`src/design/lppd_pkg.sv`:
```
// shared types and constants of the length-prefixed packet deframer
// no dependencies; every other file takes its names from here
package lppd_pkg;

    localparam logic [15:0] MAGIC_RESET  = 16'd12345;
    localparam logic [15:0] HEADER_BYTES = 16'd8;

    typedef enum logic [1:0] {
        ST_PAYLOAD    = 2'd0,
        ST_EMPTY      = 2'd1,
        ST_BAD_MAGIC  = 2'd2,
        ST_BAD_LENGTH = 2'd3
    } t_status;

    // header byte positions, then payload
    typedef enum logic [3:0] {
        S_MAGIC_HI,
        S_MAGIC_LO,
        S_LEN_HI,
        S_LEN_LO,
        S_SEQ3,
        S_SEQ2,
        S_SEQ1,
        S_SEQ0,
        S_PAYLOAD
    } t_state;

    typedef struct packed {
        t_status     status;
        logic [7:0]  payload_byte;
        logic [31:0] sequence_res;
        logic [15:0] payload_index;
        logic        last;
    } t_result;

endpackage

```
`src/design/lppd_if.sv`:
```
// stream channel interfaces of the deframer: received bytes in, results out
// depends on lppd_pkg for the result fields
interface lppd_in_if;
    logic       valid;
    logic       ready;
    logic [7:0] rx_byte;

    modport source (output valid, output rx_byte, input ready);
    modport sink   (input valid, input rx_byte, output ready);
endinterface

interface lppd_out_if;
    logic                 valid;
    logic                 ready;
    lppd_pkg::t_status    status;
    logic [7:0]           payload_byte;
    logic [31:0]          sequence_res;
    logic [15:0]          payload_index;
    logic                 last;

    modport source (output valid, output status, output payload_byte,
                    output sequence_res, output payload_index, output last,
                    input ready);
    modport sink   (input valid, input status, input payload_byte,
                    input sequence_res, input payload_index, input last,
                    output ready);
endinterface

```
`src/design/lppd_parser.sv`:
```
// header parser and payload counter: one byte per accepted transfer
// depends on lppd_pkg
module lppd_parser (
    input  logic              i_clk,
    input  logic              i_rst_n,
    input  logic              i_accept,
    input  logic [7:0]        i_byte,
    input  logic [15:0]       i_expected_magic,
    output logic              o_res_valid,
    output lppd_pkg::t_result o_res
);

    lppd_pkg::t_state r_state, n_state;
    logic [7:0]  r_magic_hi, n_magic_hi;
    logic [15:0] r_length, n_length;
    logic [31:0] r_seq, n_seq;
    logic [15:0] r_count, n_count;

    logic [15:0] w_length;
    logic [16:0] w_total;
    logic [16:0] w_next_idx;
    logic        w_last;

    always_ff @(posedge i_clk) begin
        if (!i_rst_n) begin
            r_state    <= lppd_pkg::S_MAGIC_HI;
            r_magic_hi <= '0;
            r_length   <= '0;
            r_seq      <= '0;
            r_count    <= '0;
        end else begin
            r_state    <= n_state;
            r_magic_hi <= n_magic_hi;
            r_length   <= n_length;
            r_seq      <= n_seq;
            r_count    <= n_count;
        end
    end

    assign w_length   = {r_length[15:8], i_byte};
    assign w_total    = {1'b0, r_length} - {1'b0, lppd_pkg::HEADER_BYTES};
    assign w_next_idx = {1'b0, r_count} + 17'd1;
    assign w_last     = (w_next_idx >= w_total);

    always_comb begin
        n_state     = r_state;
        n_magic_hi  = r_magic_hi;
        n_length    = r_length;
        n_seq       = r_seq;
        n_count     = r_count;
        o_res_valid = 1'b0;
        o_res       = '0;
        if (i_accept) begin
            unique case (r_state)
                lppd_pkg::S_MAGIC_HI: begin
                    n_magic_hi = i_byte;
                    n_state    = lppd_pkg::S_MAGIC_LO;
                end
                lppd_pkg::S_MAGIC_LO: begin
                    if ({r_magic_hi, i_byte} != i_expected_magic) begin
                        o_res_valid  = 1'b1;
                        o_res.status = lppd_pkg::ST_BAD_MAGIC;
                        o_res.last   = 1'b1;
                        n_state      = lppd_pkg::S_MAGIC_HI;
                    end else begin
                        n_state = lppd_pkg::S_LEN_HI;
                    end
                end
                lppd_pkg::S_LEN_HI: begin
                    n_length = {i_byte, r_length[7:0]};
                    n_state  = lppd_pkg::S_LEN_LO;
                end
                lppd_pkg::S_LEN_LO: begin
                    n_length = w_length;
                    if (w_length < lppd_pkg::HEADER_BYTES) begin
                        o_res_valid  = 1'b1;
                        o_res.status = lppd_pkg::ST_BAD_LENGTH;
                        o_res.last   = 1'b1;
                        n_state      = lppd_pkg::S_MAGIC_HI;
                    end else begin
                        n_state = lppd_pkg::S_SEQ3;
                    end
                end
                lppd_pkg::S_SEQ3: begin
                    n_seq   = {i_byte, r_seq[23:0]};
                    n_state = lppd_pkg::S_SEQ2;
                end
                lppd_pkg::S_SEQ2: begin
                    n_seq   = {r_seq[31:24], i_byte, r_seq[15:0]};
                    n_state = lppd_pkg::S_SEQ1;
                end
                lppd_pkg::S_SEQ1: begin
                    n_seq   = {r_seq[31:16], i_byte, r_seq[7:0]};
                    n_state = lppd_pkg::S_SEQ0;
                end
                lppd_pkg::S_SEQ0: begin
                    n_seq   = {r_seq[31:8], i_byte};
                    n_count = '0;
                    if (r_length == lppd_pkg::HEADER_BYTES) begin
                        // header-only packet
                        o_res_valid        = 1'b1;
                        o_res.status       = lppd_pkg::ST_EMPTY;
                        o_res.sequence_res = {r_seq[31:8], i_byte};
                        o_res.last         = 1'b1;
                        n_state            = lppd_pkg::S_MAGIC_HI;
                    end else begin
                        n_state = lppd_pkg::S_PAYLOAD;
                    end
                end
                lppd_pkg::S_PAYLOAD: begin
                    o_res_valid         = 1'b1;
                    o_res.status        = lppd_pkg::ST_PAYLOAD;
                    o_res.payload_byte  = i_byte;
                    o_res.sequence_res  = r_seq;
                    o_res.payload_index = r_count;
                    o_res.last          = w_last;
                    n_count             = w_next_idx[15:0];
                    if (w_last) begin
                        n_state = lppd_pkg::S_MAGIC_HI;
                    end
                end
                default: begin
                    n_state = lppd_pkg::S_MAGIC_HI;
                end
            endcase
        end
    end

endmodule

```
`src/design/lppd_out_reg.sv`:
```
// result register that drives the output channel and sets input flow control
// depends on lppd_pkg and lppd_if
module lppd_out_reg (
    input  logic              i_clk,
    input  logic              i_rst_n,
    input  logic              i_load,
    input  lppd_pkg::t_result i_res,
    output logic              o_take,
    lppd_out_if.source        o_res
);

    logic              r_valid, n_valid;
    lppd_pkg::t_result r_res;

    // room for a new result when empty or when the held one leaves now
    assign o_take = !r_valid || o_res.ready;

    always_comb begin
        n_valid = r_valid;
        if (i_load) begin
            n_valid = 1'b1;
        end else if (o_res.ready) begin
            n_valid = 1'b0;
        end
    end

    always_ff @(posedge i_clk) begin
        if (!i_rst_n) begin
            r_valid <= 1'b0;
        end else begin
            r_valid <= n_valid;
        end
    end

    always_ff @(posedge i_clk) begin
        if (i_load) begin
            r_res <= i_res;
        end
    end

    assign o_res.valid         = r_valid;
    assign o_res.status        = r_res.status;
    assign o_res.payload_byte  = r_res.payload_byte;
    assign o_res.sequence_res  = r_res.sequence_res;
    assign o_res.payload_index = r_res.payload_index;
    assign o_res.last          = r_res.last;

endmodule

```
`src/design/length_prefixed_packet_deframer_top.sv`:
```
// top level of the length-prefixed packet deframer
// depends on lppd_pkg, lppd_if, lppd_parser and lppd_out_reg
//
//   channel   dir  handshake        payload
//   i_rx      in   valid / ready    rx_byte[7:0]
//   o_res     out  valid / ready    status, payload_byte, sequence_res,
//                                   payload_index, last
//   cfg       in   i_cfg_we         i_cfg_wdata[15:0] (expected magic)
//
// one byte per cycle while ready is high; a byte that gives a result shows it on o_res
// the cycle after its transfer, registered in the result register
// ready is high while the result register is empty or being emptied, so a
// stalled output holds back the input only when a result is still waiting
// synchronous active-low reset starts header collection and loads the
// default magic; no clearing pass
module length_prefixed_packet_deframer_top (
    input  logic        i_clk,
    input  logic        i_rst_n,
    input  logic        i_cfg_we,
    input  logic [15:0] i_cfg_wdata,
    lppd_in_if.sink     i_rx,
    lppd_out_if.source  o_res
);

    // expected magic register
    logic [15:0] r_expected_magic;

    always_ff @(posedge i_clk) begin
        if (!i_rst_n) begin
            r_expected_magic <= lppd_pkg::MAGIC_RESET;
        end else if (i_cfg_we) begin
            r_expected_magic <= i_cfg_wdata;
        end
    end

    logic              w_take;
    logic              w_accept;
    logic              w_res_valid;
    lppd_pkg::t_result w_res;

    assign i_rx.ready = w_take;
    assign w_accept   = i_rx.valid && w_take;

    // header fields and payload counting
    lppd_parser u_parser (
        .i_clk            (i_clk),
        .i_rst_n          (i_rst_n),
        .i_accept         (w_accept),
        .i_byte           (i_rx.rx_byte),
        .i_expected_magic (r_expected_magic),
        .o_res_valid      (w_res_valid),
        .o_res            (w_res)
    );

    // result register toward the consumer
    lppd_out_reg u_out_reg (
        .i_clk   (i_clk),
        .i_rst_n (i_rst_n),
        .i_load  (w_res_valid),
        .i_res   (w_res),
        .o_take  (w_take),
        .o_res   (o_res)
    );

    // every result other than a payload byte closes a packet or header attempt
    a_nonpayload_last: assert property (@(posedge i_clk) disable iff (!i_rst_n)
        (o_res.valid && o_res.status != lppd_pkg::ST_PAYLOAD) |-> o_res.last)
        else $error("non-payload result without last");

    // only payload results carry a byte or an index
    a_nonpayload_zero: assert property (@(posedge i_clk) disable iff (!i_rst_n)
        (o_res.valid && o_res.status != lppd_pkg::ST_PAYLOAD)
        |-> (o_res.payload_byte == 8'd0 && o_res.payload_index == 16'd0))
        else $error("non-payload result with byte or index");

    // error results come before any sequence number is known
    a_error_no_seq: assert property (@(posedge i_clk) disable iff (!i_rst_n)
        (o_res.valid && (o_res.status == lppd_pkg::ST_BAD_MAGIC ||
                         o_res.status == lppd_pkg::ST_BAD_LENGTH))
        |-> (o_res.sequence_res == 32'd0))
        else $error("error result with sequence number");

    // a transfer while a result waits unaccepted would overwrite it
    a_no_overrun: assert property (@(posedge i_clk) disable iff (!i_rst_n)
        (o_res.valid && !o_res.ready) |-> !w_res_valid)
        else $error("result produced while output stalled");

endmodule
```
`src/flat_wrapper.sv`:
```
// flat-port wrapper written by rule: the top's interface ports become plain ports
module length_prefixed_packet_deframer_top_flat 
  (i_clk, i_rst_n, i_cfg_we, i_cfg_wdata, i_rx_valid, i_rx_rx_byte, i_rx_ready, o_res_valid, o_res_status, o_res_payload_byte, o_res_sequence_res, o_res_payload_index, o_res_last, o_res_ready);
  lppd_in_if i_rx_i ();
  lppd_out_if o_res_i ();
  input  logic i_clk;
  input  logic i_rst_n;
  input  logic i_cfg_we;
  input  logic [15:0] i_cfg_wdata;
  input wire logic [$bits(i_rx_i.valid)-1:0] i_rx_valid;
  input wire logic [$bits(i_rx_i.rx_byte)-1:0] i_rx_rx_byte;
  output wire logic [$bits(i_rx_i.ready)-1:0] i_rx_ready;
  output wire logic [$bits(o_res_i.valid)-1:0] o_res_valid;
  output wire logic [$bits(o_res_i.status)-1:0] o_res_status;
  output wire logic [$bits(o_res_i.payload_byte)-1:0] o_res_payload_byte;
  output wire logic [$bits(o_res_i.sequence_res)-1:0] o_res_sequence_res;
  output wire logic [$bits(o_res_i.payload_index)-1:0] o_res_payload_index;
  output wire logic [$bits(o_res_i.last)-1:0] o_res_last;
  input wire logic [$bits(o_res_i.ready)-1:0] o_res_ready;
  assign i_rx_i.valid = i_rx_valid;
  assign i_rx_i.rx_byte = i_rx_rx_byte;
  assign i_rx_ready = i_rx_i.ready;
  assign o_res_valid = o_res_i.valid;
  assign o_res_status = o_res_i.status;
  assign o_res_payload_byte = o_res_i.payload_byte;
  assign o_res_sequence_res = o_res_i.sequence_res;
  assign o_res_payload_index = o_res_i.payload_index;
  assign o_res_last = o_res_i.last;
  assign o_res_i.ready = o_res_ready;
  length_prefixed_packet_deframer_top u_core (.i_clk(i_clk), .i_rst_n(i_rst_n), .i_cfg_we(i_cfg_we), .i_cfg_wdata(i_cfg_wdata), .i_rx(i_rx_i), .o_res(o_res_i));
endmodule
```
`config.mk`:
```
export PLATFORM = sky130hd
export DESIGN_NAME = length_prefixed_packet_deframer_top_flat
export DESIGN_NICKNAME = d
export VERILOG_FILES = /design/src/design/lppd_pkg.sv /design/src/design/lppd_if.sv /design/src/design/lppd_parser.sv /design/src/design/lppd_out_reg.sv /design/src/design/length_prefixed_packet_deframer_top.sv /design/src/flat_wrapper.sv
export SDC_FILE = /design/constraint.sdc
export NUM_CORES = 1
export LEC_CHECK = 0
export BUFFER_PORTS_ARGS = -buffer_cell sky130_fd_sc_hd__buf_4
export CORE_AREA = 2 2 180 182
export DETAILED_ROUTE_END_ITERATION = 16
export DIE_AREA = 0 0 182 184
export PLACE_DENSITY = 0.46
export RECOVER_POWER = 25
export SYNTH_ARGS = -nofsm -noshare
export SYNTH_HDL_FRONTEND = slang
export SYNTH_SLANG_ARGS = --single-unit
```
`constraint.sdc`:
```
create_clock -name i_clk -period 7.5 [get_ports i_clk]
set_input_delay 1.125 -clock i_clk [delete_from_list [all_inputs] [get_ports i_clk]]
set_output_delay 1.125 -clock i_clk [all_outputs]
set_load 0.05 [all_outputs]
```
==> out/metrics.csv <==
stage,metric,value,unit
outcome,status,"finished, violations left",
outcome,failing checks,"capacitance limit, slew limit",
worst_hold_path,Tightest Hold Check Type,reg2reg,
place,DP Wirelength,12.6,mm
logic_synthesis,Synth top area share,26.0,%
logic_synthesis,Post-Syn Nets,736,
logic_synthesis,Syn. warnings,0,
clock_network,Root Driver,clkbuf_16,
global_routing,vias in the first global route,4798,
layout,fill count,3344,
setup_path,CP endpoint kind,register,
pwr,P per Cell Area,206,nW/µm²
timing,unrepaired setup endpoints after global routing,no,
drt,DR vias/cell,4.30,
pwr,Int Pwr,0.00136,W
place,Placed Area,8200,µm²
drt,vias,5041,
logic_synthesis,Synth area leaders,"dfxtp_1 26%, edfxtp_1 25%, mux2i_1 7.8%",
layout,final net count,804,
timing,setup violators final,0,
drt,drt drc,0,
pwr,PnR Total Power,0.00179,W
job,maxcap violations,2,
drt,first-pass iteration count of the detailed router,5,
logic_synthesis,Async SR Flop Fraction,0,%
logic_synthesis,sequential share of the synthesized area,50.6,%
die,Total Die Area,33500,µm²
pwr,Comb pwr share,5.2,%
global_routing,total gr overflow,0,
place,Placer Congestion,0.792,
clock_network,clock sink total,152,
setup_path,Max stage delay on crit path,2.62,ns
clock_network,TritonCTS Buffers,17,
setup_path,"Arr. time, crit path",4.35,ns
drt,"wirelength, routed",18.4,mm
global_routing,Tot GR Track Use,11.1,%
clock_network,Post-CTS Hold Buffers,0,
setup_path,type of origin of the critical path,primary input,
pwr,"IR drop worst, VDD",0.153,mV
clock_network,H-tree levels,4,
timing,sum of negative setup slack,0,ns
timing,max frequency,0.250,GHz
pwr,share of power burned in registers,48.9,%
timing,Fin. Hold Viols,0,
timing,Tcrit/Tclk final,53.3,%
logic_synthesis,#FFs+latches synth,152,
die,initial core utilization,22.9,%
logic_synthesis,largest area contributor in the netlist,dfxtp_1,
pwr,clock group share of total power,45.9,%
setup_path,crit-path max FO,98,
timing,Worst Tran Pin Value,3.81,ns
layout,Finished Cell Area,8670,µm²
clock_network,post-CTS setup buffer count,0,
die,Die X-Extent,182,µm
timing,"Slew Viols, Final",140,
logic_synthesis,"top cells by count, synth","93 x dfxtp_1, 69 x nand2_1, 59 x edfxtp_1",
die,Core Area,31400,µm²
clock_network,clk slew on worst S/H paths,0.07,ns
setup_path,Worst path slowest cell,clkbuf_1,
pwr,P_sw,0.000428,W
logic_synthesis,cell count after synthesis,688,
drt,Antenna Nets Post-Route,0,
timing,Final Skew,0.0172,ns
layout,fraction of layout cells with a size suffix above 1,15.1,%
pwr,Leak,3.40,nW
global_routing,initial antenna violation count,1,
timing,crit path time final,4.00,ns
logic_synthesis,Cell variety after synth,50,
layout,Multi-input gate area,3330,µm²
die,Rows,65,
die,IO Count,90,
die,die height,184,µm
clock_network,CTS max path bufs,2,
layout,P&R area growth vs syn,20.9,%
place,PortBufs,89,
setup_path,crit path cell chain,"clkbuf_1, and3_1, a32o_1",
logic_synthesis,Post-synth EDFFs,59,
clock_network,CTS tree,built,
drt,Iter 0 DRT Violations,322,
clock_network,"Gates resized, CTS repair",0,
setup_path,Crit path required time,7.85,ns
setup_path,Setup CP Type,in2reg,
logic_synthesis,syn_area_per_cell,10.4,µm²
logic_synthesis,Synth Flop Type,dfxtp_1,
layout,Register Area,3630,µm²
global_routing,largest net degree at the start of global routing,99,
logic_synthesis,most frequent cell after synthesis,dfxtp_1,
global_routing,first-pass GRT wire length,28.5,mm
logic_synthesis,Mapped Area,7170,µm²
clock_network,clk_lat worst skew,0.43,ns
pwr,Sw Ratio,23.9,%
timing,relative slew slack,-154,%
drt,wire per inst,15.7,µm
per-layer routing:
metal  share of wire [%]  up-vias  track usage, %  wire, µm
li1                    -     2531               -         -
met1                  50     2403            15.6      9250
met2                  44       99            16.6      8170
met3                 4.6        8            2.99       842
met4                0.81        0            3.45       149
met5                   0        -               0         0
final timing paths:
kind                            slack (ns)  cells past startpoint                          end                       start
worst max-delay path                  3.50                      3  u_core.u_parser.r_count[10]                     i_rst_n
worst max register to register        3.68                      7  u_core.u_parser.r_count[14]  u_core.u_parser.r_state[0]
worst min-delay path                  0.47                      2     u_core.u_parser.r_seq[0]    u_core.u_parser.r_seq[0]
worst min register to register        0.47                      2     u_core.u_parser.r_seq[0]    u_core.u_parser.r_seq[0]
sequential cells by signal, indices dropped and copies added (netlist names):
name	count
u_core.r_expected_magic	16
u_core.u_out_reg.o_res.status	2
u_core.u_parser.r_magic_hi	8
u_core.u_out_reg.o_res.payload_byte	8
u_core.u_out_reg.o_res.last	1
u_core.u_parser.r_state	4
u_core.u_parser.r_length	16
u_core.u_out_reg.o_res.payload_index	16
u_core.u_parser.r_count	16
u_core.u_parser.r_seq	32
u_core.u_out_reg.o_res.valid	1
u_core.u_out_reg.o_res.sequence_res	32
power groups by stage:
stage	Sequential [W]	Combinational, W	Clock [W]
2_1_floorplan	0.000903	0.0000472	0
3_3_place_gp	0.000892	0.0000935	0
3_5_place_dp	0.000892	0.0000940	0
4_1_cts	0.000874	0.0000942	0.000851
5_1_grt	0.000875	0.000101	0.000889
6_report	0.000874	0.0000932	0.000821
stage by stage:
stage | hold slack [ns] | instances | worst slack (ns) | utilization, %
after floorplan | 0.444 | 688 | 2.41 | -
after global placement | 0.454 | 1139 | 3.94 | 26.1
after detailed placement | 0.460 | 1139 | 3.92 | 26.1
after CTS | 0.470 | 1171 | 4.27 | 27.9
after global routing | 0.481 | 1171 | 3.16 | 27.6
final | 0.470 | 1172 | 3.50 | 27.6
cell type report:
type	count	area share (%)
repair buffers	92	7.10
flip-flops and latches	152	41.9
diodes	1	0.0289
well taps	402	5.80
clock buffers	21	5.44
clock inverters	11	0.924
multi-input cells	483	38.4
inverters	10	0.433
kinds of logic after synthesis:
logic type | count (synthesis) | synth area share [%]
muxes | 57 | 7.97
and+or+nand+nor | 289 | 22.8
AOI/OAI and AO/OA | 77 | 7.19
DFF | 152 | 50.6
buffers and inverters | 53 | 3.05
xor gates and xnor gates | 41 | 5.01
adders and majority gates | 19 | 3.31
layout by cell type (no fill, tap or decap), drive strengths merged, types with 2 or more instances in the layout:
master	instances
and2	49
a211oi	4
nand4	10
ha	19
nand2	70
a21oi	20
nor4b	2
and3	10
xnor2	13
o21a	4
or3	5
nand3	26
a32o	3
inv	19
and4	2
edfxtp	59
xor2	28
nor2b	55
nand3b	5
clkbuf	41
nor4	15
buf	72
mux2i	56
o211ai	2
o21ai	11
nand2b	2
nor2	26
nor3	9
dfxtp	93
a22oi	2
a21boi	27
clkinv	2
critical path, delay by kind of cell:
family | cells | cell delay [ns]
AO/OA/AOI/OAI | 1 | 0.13
buffers and inverters | 1 | 2.62
AND/OR/NAND/NOR | 1 | 0.44
(Power assumes the default switching activity.)
